<file path="config.mk">
export PLATFORM = sky130hd
export DESIGN_NAME = pell_fundamental_solution
export DESIGN_NICKNAME = d
export VERILOG_FILES = /design/src/sv/pfs_pkg.sv /design/src/sv/pfs_mul.sv /design/src/sv/pfs_div.sv /design/src/sv/pell_fundamental_solution.sv
export SDC_FILE = /design/constraint.sdc
export NUM_CORES = 2
export LEC_CHECK = 0
export BUFFER_PORTS_ARGS = -buffer_cell sky130_fd_sc_hd__buf_2
export CAP_MARGIN = 10
export CORE_MARGIN = 4
export CORE_UTILIZATION = 30
export CTS_CLUSTER_SIZE = 40
export DETAILED_ROUTE_END_ITERATION = 10
export GPL_ROUTABILITY_DRIVEN = 0
export HOLD_SLACK_MARGIN = 0.15
export PLACE_DENSITY = 0.45
export SYNTH_ARGS = -nofsm -noshare
export SYNTH_HDL_FRONTEND = slang
export SYNTH_SLANG_ARGS = --single-unit
</file>
<file path="constraint.sdc">
create_clock -name clk -period 12.98 [get_ports clk]
set_input_delay 1.947 -clock clk [delete_from_list [all_inputs] [get_ports clk]]
set_output_delay 1.947 -clock clk [all_outputs]
set_load 0.02 [all_outputs]
</file>
<file path="src/sv/pfs_pkg.sv">
`timescale 1ns / 1ps
// ----------------------------------------------------------------------------
// Pell fundamental solution package
// Shared widths, result codes and the request/response words of the
// serial multiplier and divider.
// ----------------------------------------------------------------------------
package pfs_pkg;

	localparam int RadW  = 32;
	localparam int RootW = 16;
	localparam int QW    = 17;
	localparam int CoordW = 64;
	localparam int MplW  = 32;
	localparam int CntW  = 6;

	typedef enum logic [1:0] {
		ST_NONE  = 2'd0,
		ST_FOUND = 2'd1,
		ST_WIDE  = 2'd2
	} status_t;

	typedef struct packed {
		logic              start;
		logic [CoordW-1:0] mcand;
		logic [MplW-1:0]   mplier;
		logic [CntW-1:0]   nbits;
		logic [CoordW-1:0] addend;
	} mul_req_t;

	typedef struct packed {
		logic              done;
		logic [CoordW-1:0] prod;
		logic              ovf;
	} mul_rsp_t;

	typedef struct packed {
		logic            start;
		logic [RadW-1:0] dividend;
		logic [QW-1:0]   divisor;
		logic [CntW-1:0] nbits;
	} div_req_t;

	typedef struct packed {
		logic            done;
		logic [RadW-1:0] quot;
		logic [QW-1:0]   rem;
	} div_rsp_t;

endpackage

</file>
<file path="src/sv/pfs_mul.sv">
`timescale 1ns / 1ps
// ----------------------------------------------------------------------------
// Serial multiply-add
// Computes mcand * mplier + addend one multiplier bit per cycle, MSB first,
// and flags a result that does not fit in 64 bits.
// ----------------------------------------------------------------------------
module pfs_mul import pfs_pkg::*; (
	input  logic     clk,
	input  logic     arst_n,
	input  mul_req_t req,
	output mul_rsp_t rsp
);

	logic                       busy_q;
	logic [CntW-1:0]            cnt_q;
	logic [MplW-1:0]            mpl_q;
	logic [CoordW-1:0]          mcand_q;
	logic [CoordW-1:0]          add_q;
	logic [CoordW+MplW-1:0]     acc_q;
	logic [CoordW-1:0]          prod_q;
	logic                       ovf_q;
	logic                       done_q;
	logic [CoordW+MplW:0]       sum;

	assign sum = {1'b0, acc_q} + {{(MplW+1){1'b0}}, add_q};

	always_ff @(posedge clk or negedge arst_n) begin
		if (!arst_n) begin
			busy_q <= 1'b0;
			done_q <= 1'b0;
			cnt_q  <= '0;
		end else begin
			done_q <= 1'b0;
			if (req.start) begin
				busy_q <= 1'b1;
				cnt_q  <= req.nbits;
			end else if (busy_q) begin
				if (cnt_q != '0) begin
					cnt_q <= cnt_q - 1'b1;
				end else begin
					busy_q <= 1'b0;
					done_q <= 1'b1;
				end
			end
		end
	end

	always_ff @(posedge clk) begin
		if (req.start) begin
			mpl_q   <= req.mplier;
			mcand_q <= req.mcand;
			add_q   <= req.addend;
			acc_q   <= '0;
		end else if (busy_q) begin
			if (cnt_q != '0) begin
				acc_q <= {acc_q[CoordW+MplW-2:0], 1'b0}
					+ (mpl_q[MplW-1] ? {{MplW{1'b0}}, mcand_q} : '0);
				mpl_q <= {mpl_q[MplW-2:0], 1'b0};
			end else begin
				prod_q <= sum[CoordW-1:0];
				ovf_q  <= |sum[CoordW+MplW:CoordW];
			end
		end
	end

	assign rsp.done = done_q;
	assign rsp.prod = prod_q;
	assign rsp.ovf  = ovf_q;

endmodule

</file>
<file path="src/sv/pfs_div.sv">
`timescale 1ns / 1ps
// ----------------------------------------------------------------------------
// Serial divider
// Restoring division, one quotient bit per cycle; the dividend arrives
// left-aligned so that its top bit is always the next one brought down.
// ----------------------------------------------------------------------------
module pfs_div import pfs_pkg::*; (
	input  logic     clk,
	input  logic     arst_n,
	input  div_req_t req,
	output div_rsp_t rsp
);

	logic                busy_q;
	logic                done_q;
	logic [CntW-1:0]     cnt_q;
	logic [RadW-1:0]     dvd_q;
	logic [RadW-1:0]     quot_q;
	logic [QW-1:0]       rem_q;
	logic [QW-1:0]       dsr_q;
	logic [QW:0]         trial;
	logic [QW:0]         diff;
	logic                ge;

	assign trial = {rem_q, dvd_q[RadW-1]};
	assign ge    = trial >= {1'b0, dsr_q};
	assign diff  = trial - {1'b0, dsr_q};

	always_ff @(posedge clk or negedge arst_n) begin
		if (!arst_n) begin
			busy_q <= 1'b0;
			done_q <= 1'b0;
			cnt_q  <= '0;
		end else begin
			done_q <= 1'b0;
			if (req.start) begin
				busy_q <= 1'b1;
				cnt_q  <= req.nbits;
			end else if (busy_q) begin
				cnt_q <= cnt_q - 1'b1;
				if (cnt_q == CntW'(1)) begin
					busy_q <= 1'b0;
					done_q <= 1'b1;
				end
			end
		end
	end

	always_ff @(posedge clk) begin
		if (req.start) begin
			dvd_q  <= req.dividend;
			dsr_q  <= req.divisor;
			rem_q  <= '0;
			quot_q <= '0;
		end else if (busy_q) begin
			rem_q  <= ge ? diff[QW-1:0] : trial[QW-1:0];
			quot_q <= {quot_q[RadW-2:0], ge};
			dvd_q  <= {dvd_q[RadW-2:0], 1'b0};
		end
	end

	assign rsp.done = done_q;
	assign rsp.quot = quot_q;
	assign rsp.rem  = rem_q;

endmodule

</file>
<file path="src/sv/pell_fundamental_solution.sv">
`timescale 1ns / 1ps
// Order of work: the integer square root, then for each partial quotient of the
// continued fraction two serial divisions and three serial multiplies, then in
// Pell mode the squaring.
// Throughput: one word at a time; the next word is taken once the result is registered.
// Reset: arst_n clears the sequencer, the handshake flags and mode_q.
// ----------------------------------------------------------------------------
// Pell equation fundamental solution
// Expands sqrt(d) as a continued fraction and builds the convergents until
// the fundamental unit of Z[sqrt d] is reached, with its norm sign.
// ----------------------------------------------------------------------------
module pell_fundamental_solution import pfs_pkg::*; (
	input  logic              clk,
	input  logic              arst_n,
	input  logic              cfg_we,
	input  logic              cfg_wdata,
	input  logic              in_valid,
	output logic              in_ready,
	input  logic [RadW-1:0]   radicand,
	output logic              out_valid,
	input  logic              out_ready,
	output logic [1:0]        status,
	output logic [CoordW-1:0] unit_x,
	output logic [CoordW-1:0] unit_y,
	output logic              norm_negative
);

	// The sequencer drives one shared multiplier and one shared divider. Each
	// issue state starts a unit for one cycle and the matching wait state
	// holds until that unit reports done.
	typedef enum logic [17:0] {
		S_IDLE  = 18'h00001,
		S_SQRT  = 18'h00002,
		S_INIT  = 18'h00004,
		S_DIVA  = 18'h00008,
		S_DIVAW = 18'h00010,
		S_MULP  = 18'h00020,
		S_MULPW = 18'h00040,
		S_MULQ  = 18'h00080,
		S_MULQW = 18'h00100,
		S_MULM  = 18'h00200,
		S_MULMW = 18'h00400,
		S_DIVS  = 18'h00800,
		S_DIVSW = 18'h01000,
		S_FIN   = 18'h02000,
		S_SQX   = 18'h04000,
		S_SQXW  = 18'h08000,
		S_SQY   = 18'h10000,
		S_SQYW  = 18'h20000
	} state_t;

	state_t state_q;
	state_t done_next;

	logic                  mode_q;
	logic [RadW-1:0]       d_q;
	logic [RadW-1:0]       sqd_q;
	logic [RootW-1:0]      a0_q;
	logic [QW-1:0]         sqrem_q;
	logic [3:0]            sqcnt_q;
	logic [RootW-1:0]      m_q;
	logic [QW-1:0]         s_q;
	logic [QW-1:0]         a_q;
	logic [QW-1:0]         r_q;
	logic [CoordW-1:0]     p_q, q_q, pp_q, qq_q, np_q;
	logic                  neg_q;
	logic                  res_pend_q;
	status_t               res_st_q;
	logic [CoordW-1:0]     res_x_q, res_y_q;
	logic                  res_neg_q;

	logic                  out_valid_q;
	status_t               out_st_q;
	logic [CoordW-1:0]     out_x_q, out_y_q;
	logic                  out_neg_q;

	mul_req_t mreq;
	mul_rsp_t mrsp;
	div_req_t dreq;
	div_rsp_t drsp;

	// One digit pair of the radicand per cycle for the integer square root.
	logic [QW+1:0] sq_cur;
	logic [QW:0]   sq_trial;
	logic          sq_ge;
	logic [QW+1:0] sq_diff;
	logic [QW-1:0] a0_plus_m;

	assign sq_cur    = {sqrem_q, sqd_q[RadW-1 -: 2]};
	assign sq_trial  = {a0_q, 2'b01};
	assign sq_ge     = sq_cur >= {1'b0, sq_trial};
	assign sq_diff   = sq_cur - {1'b0, sq_trial};
	assign a0_plus_m = {1'b0, a0_q} + {1'b0, m_q};

	pfs_mul u_mul (.clk(clk), .arst_n(arst_n), .req(mreq), .rsp(mrsp));
	pfs_div u_div (.clk(clk), .arst_n(arst_n), .req(dreq), .rsp(drsp));

	// Operand selection for the shared units.
	always_comb begin
		mreq = '0;
		dreq = '0;
		unique case (state_q)
			S_DIVA: begin
				dreq.start    = 1'b1;
				dreq.dividend = {a0_plus_m, {(RadW-QW){1'b0}}};
				dreq.divisor  = s_q;
				dreq.nbits    = CntW'(QW);
			end
			S_DIVS: begin
				dreq.start    = 1'b1;
				dreq.dividend = d_q - mrsp.prod[RadW-1:0];
				dreq.divisor  = s_q;
				dreq.nbits    = CntW'(RadW);
			end
			S_MULP: begin
				mreq.start  = 1'b1;
				mreq.mcand  = p_q;
				mreq.mplier = {a_q, {(MplW-QW){1'b0}}};
				mreq.nbits  = CntW'(QW);
				mreq.addend = pp_q;
			end
			S_MULQ: begin
				mreq.start  = 1'b1;
				mreq.mcand  = q_q;
				mreq.mplier = {a_q, {(MplW-QW){1'b0}}};
				mreq.nbits  = CntW'(QW);
				mreq.addend = qq_q;
			end
			S_MULM: begin
				mreq.start  = 1'b1;
				mreq.mcand  = {{(CoordW-RootW){1'b0}}, m_q};
				mreq.mplier = {m_q, {(MplW-RootW){1'b0}}};
				mreq.nbits  = CntW'(RootW);
			end
			S_SQX: begin
				mreq.start  = 1'b1;
				mreq.mcand  = p_q;
				mreq.mplier = p_q[MplW-1:0];
				mreq.nbits  = CntW'(MplW);
			end
			S_SQY: begin
				mreq.start  = 1'b1;
				mreq.mcand  = q_q;
				mreq.mplier = p_q[MplW-1:0];
				mreq.nbits  = CntW'(MplW);
			end
			default: begin
				mreq = '0;
				dreq = '0;
			end
		endcase
	end

	assign done_next = S_IDLE;

	always_ff @(posedge clk or negedge arst_n) begin
		if (!arst_n) begin
			state_q    <= S_IDLE;
			mode_q     <= 1'b0;
			res_pend_q <= 1'b0;
			out_valid_q <= 1'b0;
		end else begin
			if (cfg_we) begin
				mode_q <= cfg_wdata;
			end
			// A finished result moves into the output register as soon as it is free.
			if (res_pend_q && (!out_valid_q || out_ready)) begin
				out_valid_q <= 1'b1;
				res_pend_q  <= 1'b0;
			end else if (out_valid_q && out_ready) begin
				out_valid_q <= 1'b0;
			end
			unique case (state_q)
				S_IDLE: begin
					if (in_valid && in_ready) begin
						state_q <= S_SQRT;
					end
				end
				S_SQRT: begin
					if (sqcnt_q == 4'd0) begin
						state_q <= S_INIT;
					end
				end
				S_INIT: begin
					if (sqrem_q == '0) begin
						res_pend_q <= 1'b1;
						state_q    <= done_next;
					end else begin
						state_q <= S_DIVA;
					end
				end
				S_DIVA:  state_q <= S_DIVAW;
				S_DIVAW: begin
					if (drsp.done) begin
						state_q <= (s_q == QW'(1)) ? S_FIN : S_MULP;
					end
				end
				S_MULP:  state_q <= S_MULPW;
				S_MULPW: begin
					if (mrsp.done) begin
						if (mrsp.ovf) begin
							res_pend_q <= 1'b1;
							state_q    <= done_next;
						end else begin
							state_q <= S_MULQ;
						end
					end
				end
				S_MULQ:  state_q <= S_MULQW;
				S_MULQW: begin
					if (mrsp.done) begin
						if (mrsp.ovf) begin
							res_pend_q <= 1'b1;
							state_q    <= done_next;
						end else begin
							state_q <= S_MULM;
						end
					end
				end
				S_MULM:  state_q <= S_MULMW;
				S_MULMW: begin
					if (mrsp.done) begin
						state_q <= S_DIVS;
					end
				end
				S_DIVS:  state_q <= S_DIVSW;
				S_DIVSW: begin
					if (drsp.done) begin
						state_q <= S_DIVA;
					end
				end
				S_FIN: begin
					if (mode_q && neg_q && (p_q[CoordW-1:MplW] == '0)) begin
						state_q <= S_SQX;
					end else begin
						res_pend_q <= 1'b1;
						state_q    <= done_next;
					end
				end
				S_SQX:  state_q <= S_SQXW;
				S_SQXW: begin
					if (mrsp.done) begin
						if (mrsp.prod[CoordW-1]) begin
							res_pend_q <= 1'b1;
							state_q    <= done_next;
						end else begin
							state_q <= S_SQY;
						end
					end
				end
				S_SQY:  state_q <= S_SQYW;
				S_SQYW: begin
					if (mrsp.done) begin
						res_pend_q <= 1'b1;
						state_q    <= done_next;
					end
				end
				default: state_q <= S_IDLE;
			endcase
		end
	end

	// Datapath registers of the expansion.
	always_ff @(posedge clk) begin
		unique case (state_q)
			S_IDLE: begin
				d_q     <= radicand;
				sqd_q   <= radicand;
				a0_q    <= '0;
				sqrem_q <= '0;
				sqcnt_q <= 4'd15;
			end
			S_SQRT: begin
				sqd_q   <= {sqd_q[RadW-3:0], 2'b00};
				sqcnt_q <= sqcnt_q - 1'b1;
				a0_q    <= {a0_q[RootW-2:0], sq_ge};
				sqrem_q <= sq_ge ? sq_diff[QW-1:0] : sq_cur[QW-1:0];
			end
			S_INIT: begin
				// The root's remainder d - a0^2 is the first denominator.
				m_q   <= a0_q;
				s_q   <= sqrem_q;
				p_q   <= {{(CoordW-RootW){1'b0}}, a0_q};
				q_q   <= CoordW'(1);
				pp_q  <= CoordW'(1);
				qq_q  <= '0;
				neg_q <= 1'b0;
				res_st_q  <= ST_NONE;
				res_x_q   <= '0;
				res_y_q   <= '0;
				res_neg_q <= 1'b0;
			end
			S_DIVAW: begin
				if (drsp.done) begin
					a_q   <= drsp.quot[QW-1:0];
					r_q   <= drsp.rem;
					neg_q <= ~neg_q;
				end
			end
			S_MULPW: begin
				if (mrsp.done) begin
					np_q     <= mrsp.prod;
					res_st_q <= ST_WIDE;
				end
			end
			S_MULQW: begin
				if (mrsp.done) begin
					pp_q <= p_q;
					p_q  <= np_q;
					qq_q <= q_q;
					q_q  <= mrsp.prod;
					// m' = s*a - m = (a0 + m - r) - m
					m_q  <= a0_q - r_q[RootW-1:0];
				end
			end
			S_DIVSW: begin
				if (drsp.done) begin
					s_q <= drsp.quot[QW-1:0];
				end
			end
			S_FIN: begin
				if (mode_q && neg_q) begin
					res_st_q <= ST_WIDE;
				end else begin
					res_st_q  <= ST_FOUND;
					res_x_q   <= p_q;
					res_y_q   <= q_q;
					res_neg_q <= neg_q & ~mode_q;
				end
			end
			S_SQXW: begin
				if (mrsp.done) begin
					np_q <= mrsp.prod;
				end
			end
			S_SQYW: begin
				if (mrsp.done && !mrsp.prod[CoordW-1]) begin
					res_st_q <= ST_FOUND;
					res_x_q  <= {np_q[CoordW-2:0], 1'b1};
					res_y_q  <= {mrsp.prod[CoordW-2:0], 1'b0};
				end
			end
			default: begin
			end
		endcase
		if (res_pend_q && (!out_valid_q || out_ready)) begin
			out_st_q  <= res_st_q;
			out_x_q   <= res_x_q;
			out_y_q   <= res_y_q;
			out_neg_q <= res_neg_q;
		end
	end

	// A word is taken only when the sequencer is idle and no result waits
	// behind the output register.
	assign in_ready      = (state_q == S_IDLE) && !res_pend_q;
	assign out_valid     = out_valid_q;
	assign status        = out_st_q;
	assign unit_x        = out_x_q;
	assign unit_y        = out_y_q;
	assign norm_negative = out_neg_q;

endmodule

</file>
### Word-level counts from Yosys, hierarchy flattened

Cells that the tools add are included.

| word-level totals | value |
|---|---|
| register bits after elaboration | 1,191 |
| output and inout bits | 133 |

| operators by class | value |
|---|---|
| $add $sub $neg | 10 |
| order comparisons | 2 |
| eq/ne operators | 31 |
| multiplexer cells | 85 |
| bitwise operators | 5 |
| reductions and logical operators | 41 |

Operator list:

| operator | count |
|---|---|
| 64-bit case mux with 2 select lines | 5 |
| 64-bit 2-to-1 mux | 9 |
| 103-bit case mux with 5 select lines | 1 |
| 64-bit case mux with 3 select lines | 2 |
| 18-bit case mux with 18 select lines | 1 |
| 18-bit 2-to-1 mux | 9 |
| 32-bit 2-to-1 mux | 5 |
| 56-bit case mux with 2 select lines | 1 |
| 96-bit by 64-bit adder with 97-bit output | 1 |
| 96-bit adder | 1 |
| 17-bit 2-to-1 mux | 4 |
| 17-bit case mux with 2 select lines | 2 |
| 16-bit case mux with 2 select lines | 2 |
| 32-bit case mux with 2 select lines | 1 |
| 17-bit subtractor | 2 |
| 33-bit OR reduction | 1 |
| 32-bit logical NOT | 1 |
| 32-bit subtractor | 1 |
| 6-bit 2-to-1 mux | 5 |
| 1-bit 2-to-1 mux | 24 |
| 19-bit by 18-bit >= comparator with 1-bit output | 1 |
| 18-bit by 1-bit equality test with 1-bit output (second input constant) | 1 |
| 18-bit by 10-bit equality test with 1-bit output (second input constant) | 1 |
| 18-bit by 11-bit equality test with 1-bit output (second input constant) | 1 |
| other kinds (50) | 92 |

### Logic depth before layout (Yosys ltp)

| depth | value |
|---|---|
| depth in word-level cells | 7 |
| mapped depth | 18 |

### Modules after synthesis

A second synthesis with hierarchy kept.

| second synthesis, totals | value |
|---|---|
| cells, all modules | 5,084 |
| area total of the unflattened synthesis | 59,383.2 µm² |

By module, submodules not included:

| module | times used | cells an instance | area each (µm²) |
|---|---|---|---|
| pell_fundamental_solution | 1 | 2,433 | 33,788.7 |
| pfs_mul | 1 | 2,202 | 20,586.0 |
| pfs_div | 1 | 449 | 5,008.6 |

### Worst setup path before layout

No wires, ideal clock.

| path | value |
|---|---|
| kind | register to register |
| from | register state_q[13] |
| to | register res_x_q[0] (enable) |
| data arrival time | 8,387 ps |
| data required time | 12,304 ps |
| setup slack | 3,918 ps |
| cell stages (with the launch flop) | 9 |
| path buffers | 1 |
| path through | dfrtp_1 > nor4_1 > nand3_1 > or3_1 > nor3b_1 > clkbuf_1 > nor2b_1 > nand2_1 > a2bb2oi_1 |

| on the way | value |
|---|---|
| longest elaborated chain between the ends | 3 |

RTL lines:

| item | line | text |
|---|---|---|
| start, declared | pell_fundamental_solution.sv:52 | `state_t state_q;` |
| start signal, assigned | pell_fundamental_solution.sv:187 | `state_q <= done_next;` |
| start signal, assigned | pell_fundamental_solution.sv:195 | `state_q <= (s_q == QW'(1)) ? S_FIN : S_MULP;` |
| start signal, assigned | pell_fundamental_solution.sv:203 | `state_q <= done_next;` |
| 18-bit by 14-bit equality test with 1-bit output (tied with other cells) | pell_fundamental_solution.sv:265 | `unique case (state_q)` |
| 2-bit != test (no line) or 3-bit nonzero test (tied branches) | n/a |  |
| 3-bit AND reduction (no line) * | n/a |  |
| end signal, assigned | pell_fundamental_solution.sv:326 | `res_x_q <= p_q;` |
| end signal, assigned | pell_fundamental_solution.sv:339 | `res_x_q <= {np_q[CoordW-2:0], 1'b1};` |
| end, declared | pell_fundamental_solution.sv:69 | `logic [CoordW-1:0] res_x_q, res_y_q;` |

Every way passes the cells marked *; elsewhere a longest branch is shown, timed or not.
A chain may end at the register's enable or synchronous reset.

### Final worst setup path

| path | value |
|---|---|
| from | register u_mul.mpl_q[31] |
| to | register u_mul.acc_q[93] |

| on the way | value |
|---|---|
| longest elaborated chain between the ends | 2 |

RTL lines:

| item | line | text |
|---|---|---|
| start, declared | pfs_mul.sv:16 | `logic [MplW-1:0] mpl_q;` |
| start signal, assigned | pfs_mul.sv:50 | `mpl_q <= req.mplier;` |
| start signal, assigned | pfs_mul.sv:58 | `mpl_q <= {mpl_q[MplW-2:0], 1'b0};` |
| 64-bit 2-to-1 mux | pfs_mul.sv:57 | `+ (mpl_q[MplW-1] ? {{MplW{1'b0}}, mcand_q} : '0);` |
| 96-bit adder | pfs_mul.sv:57 |  |
| end signal, assigned | pfs_mul.sv:56 | `acc_q <= {acc_q[CoordW+MplW-2:0], 1'b0}` |
| end, declared | pfs_mul.sv:19 | `logic [CoordW+MplW-1:0] acc_q;` |

No other way between the ends.

==> results.sh <==
export IMPL_crit_buf_inv=2
export IMPL_share_comb_of_total_power=0.174
export IMPL_dr_first_iter_drc_count=3466
export IMPL_clock_latency_ps=800
export IMPL_start_util=0.303
export IMPL_nets=5395
export IMPL_drtPass1Iterations=7
export IMPL_routedWlPerCell_um=23.5
export IMPL_synth_area_um2=57900
export IMPL_clk_pin_slew_ps=60
export IMPL_cp_top_family="compound AO/OA/AOI/OAI gates"
export IMPL_cp_required_ps=13590
export IMPL_critPathMaxStageDelay_ps=480
export IMPL_clkPwrFrac=0.365
export IMPL_die_area_um2=200000
export IMPL_finalCriticalPeriod_ps=5150
export IMPL_switching_share=0.294
export IMPL_grt_pass1_wl_mm=270
export IMPL_synth_edf_count=1024
export IMPL_cts_htree_levels=4
export IMPL_vias=40200
export IMPL_cts_setup_buffers=0
export IMPL_rsz0062_at_grt="false"
export IMPL_numCtsBuffers=142
export IMPL_drive_gt1_frac=0.0960
export IMPL_syn_mean_instance_area_um2=11.6
export IMPL_yosys_top_cells_area="edfxtp_1 (53%), ha_1 (5.0%), dfxtp_1 (4.5%)"
export IMPL_gr_total_overflow=0
export IMPL_worst_slew_pin_slew_ps=1150
export IMPL_r2r_start="u_mul.mpl_q[31]"
export IMPL_ys_types=89
export IMPL_drc=0
export IMPL_cp_slowest_cell="buf_4"
export IMPL_path_cells="buf_4 -> and2_1 -> ha_1 -> inv_1 -> fa_1 -> nor2b_1 -> o31a_1 -> o221a_2 -> o211ai_1 -> a21oi_1 -> a221o_1 -> a2bb2oi_1 -> o21ai_0 -> o31a_1 -> nand2_1 -> nor4_1 -> xnor2_1 -> o21ai_0"
export IMPL_fin_crit_sh=0.397
export IMPL_grt_pass1_vias=39900
export IMPL_ant_nets=0
export IMPL_startpoint="u_mul.mpl_q[31]"
export IMPL_end_kind="register"
export IMPL_synth_ff_type="edfxtp_1"
export IMPL_hpwlAfterDp_mm=131
export IMPL_fin_setup_tns_ps=0
export IMPL_hold_buffers=0
export IMPL_yosys_area_top_type="edfxtp_1"
export IMPL_rows=160
export IMPL_via_per_inst=5.18
export IMPL_status="complete, no violations"
export IMPL_port_buffers=170
export IMPL_synth_fp_nets=5278
export IMPL_p_seq_frac=0.461
export IMPL_finalHoldViolations=0
export IMPL_ir_worst_vdd_v=0.000122
export IMPL_finalClockSkew_ps=48.0
export IMPL_cts_tree="built"
export IMPL_ios=171
export IMPL_ys_ff_latch=1191
export IMPL_powerDensity_nw_per_um2=162
export IMPL_max_freq_mhz=194
export IMPL_fin_util=0.346
export IMPL_ys_seq_area_frac=0.592
export IMPL_cts_sinks=1191
export IMPL_grt_use_total=0.180
export IMPL_antenna_found_initial=4
export IMPL_synthSimpleGateAreaFrac=0.137
export IMPL_maxCapViolCount=0
export IMPL_synth_xor_area_frac=0.0341
export IMPL_p_int_w=0.00754
export IMPL_critPathKind="reg -> reg"
export IMPL_grt_max_degree=228
export IMPL_start_kind="register"
export IMPL_cp_num_cells=18
export IMPL_nFillCells=19100
export IMPL_synth_top_family_by_area="compound AO/OA/AOI/OAI gates"
export IMPL_p_leak_nw=25.2
export IMPL_synth_mux_area_frac=0.00748
export IMPL_yosys_warnings=0
export IMPL_cp_max_fo=64
export IMPL_area_growth_pct=14.1
export IMPL_slew_viol_final=0
export IMPL_slew_headroom=0.227
export IMPL_cts_max_path_buffers=3
export IMPL_setup_viol=0
export IMPL_arrival_ps=5760
export IMPL_die_x_um=447
export IMPL_cts_repair_resized=0
export IMPL_critPathCapture="u_mul.acc_q[93]"
export IMPL_reg2reg_depth=18
export IMPL_drt_total_wl_mm=182
export IMPL_synth_cells=5005
export IMPL_coreArea_um2=191000
export IMPL_whs_ps=411
export IMPL_synth_compound_area_frac=0.150
export IMPL_synthArstFlopShare=0.0311
export IMPL_netSwitchingPower_w=0.00315
export IMPL_hp_class="reg -> reg"
export IMPL_synth_fa_ha_area_frac=0.0516
export IMPL_ff2ff_setup_slack_ps=7830
export IMPL_root_buffer="clkbuf_16"
export IMPL_dieHeight_um=447
export IMPL_r2r_end="u_mul.acc_q[93]"
export IMPL_synth_top_area_share=0.531
## stage by stage
| stage | total power, W | area [µm²] | instances | setup WS [ps] |
|---|---|---|---|---|
| 3_5_place_dp | 0.00689 | 61500 | 7489 | 7810 |
| 3_3_place_gp | 0.00688 | 61500 | 7489 | 7910 |
| 6_report | 0.0107 | 66000 | 7753 | 7830 |
| 2_1_floorplan | 0.00632 | 57900 | 5005 | 3920 |
| 5_1_grt | 0.0113 | 66000 | 7750 | 7450 |
| 4_1_cts | 0.0108 | 66000 | 7749 | 7790 |
## worst reg2reg max path, delay by kind of cell (launching register included)
kind | cells | cell delay [ps]
simple gates | 4 | 1030
fa+ha+maj | 2 | 530
xor+xnor | 1 | 160
compound gates | 9 | 2390
buf+inv | 2 | 540
flops | 1 | 320
## worst min-delay path by stage
stage,start,to,cells past startpoint
after global routing,res_y_q[1],unit_y[1],0
after global placement,res_y_q[26],unit_y[26],0
after CTS,res_x_q[26],unit_x[26],0
after floorplan,res_neg_q,norm_negative,0
after detailed placement,res_x_q[11],unit_x[11],0
final,res_x_q[26],unit_x[26],0
## synthesized netlist by cell type, drive strengths merged, types with 81 or more instances
cell	instances
ha	229
a22o	254
o21ai	229
nand2	513
dfxtp	130
xnor2	141
edfxtp	1024
a21oi	334
xor2	84
nor2	336
clkbuf	232
a21o	96
inv	173
nor3	89
nand3	81
and2	307
## logic make-up (layout without fill, tap and decap cells)
group                      after synthesis  count (layout)
adders and majority gates              235             235
buffers and inverters                  421             654
and+or+nand+nor                       1621            1621
other                                    0               4
xor gates and xnor gates               225             225
AOI/OAI and AO/OA                     1271            1271
muxes                                   41              41
DFF                                   1191            1191
## power groups by stage
stage / logic (W) / registers, W / clock network (W)
6_report: 0.00187 / 0.00493 / 0.00390
5_1_grt: 0.00212 / 0.00496 / 0.00418
4_1_cts: 0.00189 / 0.00493 / 0.00402
3_5_place_dp: 0.00188 / 0.00501 / 0
3_3_place_gp: 0.00187 / 0.00501 / 0
2_1_floorplan: 0.00140 / 0.00492 / 0
## layout make-up
class	count	area, µm²	area share
antenna	4	10.0	0.000152
clock buffer	175	3710	0.0562
clock inverter	85	816	0.0124
inverter	174	658	0.00997
multi-input combinational	3393	22100	0.335
sequential	1191	34300	0.519
tap	2511	3140	0.0476
timing repair buffer	220	1250	0.0190
## sequential cells by signal, summed over array words and instances, names as in the netlist, 32 cells and up
| signal | flops |
|---|---|
| qq_q | 64 |
| p_q | 64 |
| pp_q | 64 |
| u_div.dvd_q | 32 |
| res_y_q | 64 |
| unit_x | 64 |
| u_mul.add_q | 64 |
| u_mul.mcand_q | 64 |
| d_q | 32 |
| sqd_q | 32 |
| res_x_q | 64 |
| u_mul.prod_q | 64 |
| unit_y | 64 |
| q_q | 64 |
| u_mul.acc_q | 96 |
| u_mul.mpl_q | 32 |
| np_q | 64 |
## metal layers
| layer | wire length [µm] | part of all wire | GRT usage | vias up |
|---|---|---|---|---|
| met3 | 7650 | 0.042 | 0.0241 | 250 |
| met5 | 13 | 0.000071 | 0 | - |
| met1 | 81800 | 0.45 | 0.243 | 20000 |
| met2 | 87400 | 0.48 | 0.299 | 1043 |
| met4 | 5610 | 0.031 | 0.0572 | 2 |
| li1 | - | - | - | 18900 |
## cells in the final DEF (no fill, tap or decap), types with 81 or more instances in the layout
cell type | netlist | routed
ha_1 | 229 | 229
inv_1 | 173 | 171
buf_2 | 2 | 170
dfxtp_1 | 130 | 130
a21o_1 | 96 | 96
a21oi_1 | 333 | 332
a22o_1 | 254 | 254
xor2_1 | 84 | 84
clkbuf_16 | 0 | 143
nor2_1 | 336 | 336
edfxtp_1 | 1024 | 1024
o21ai_0 | 217 | 217
xnor2_1 | 141 | 141
nand3_1 | 81 | 81
nand2_1 | 513 | 510
and2_1 | 306 | 305
nor3_1 | 89 | 87
(Power assumes the default switching activity.)
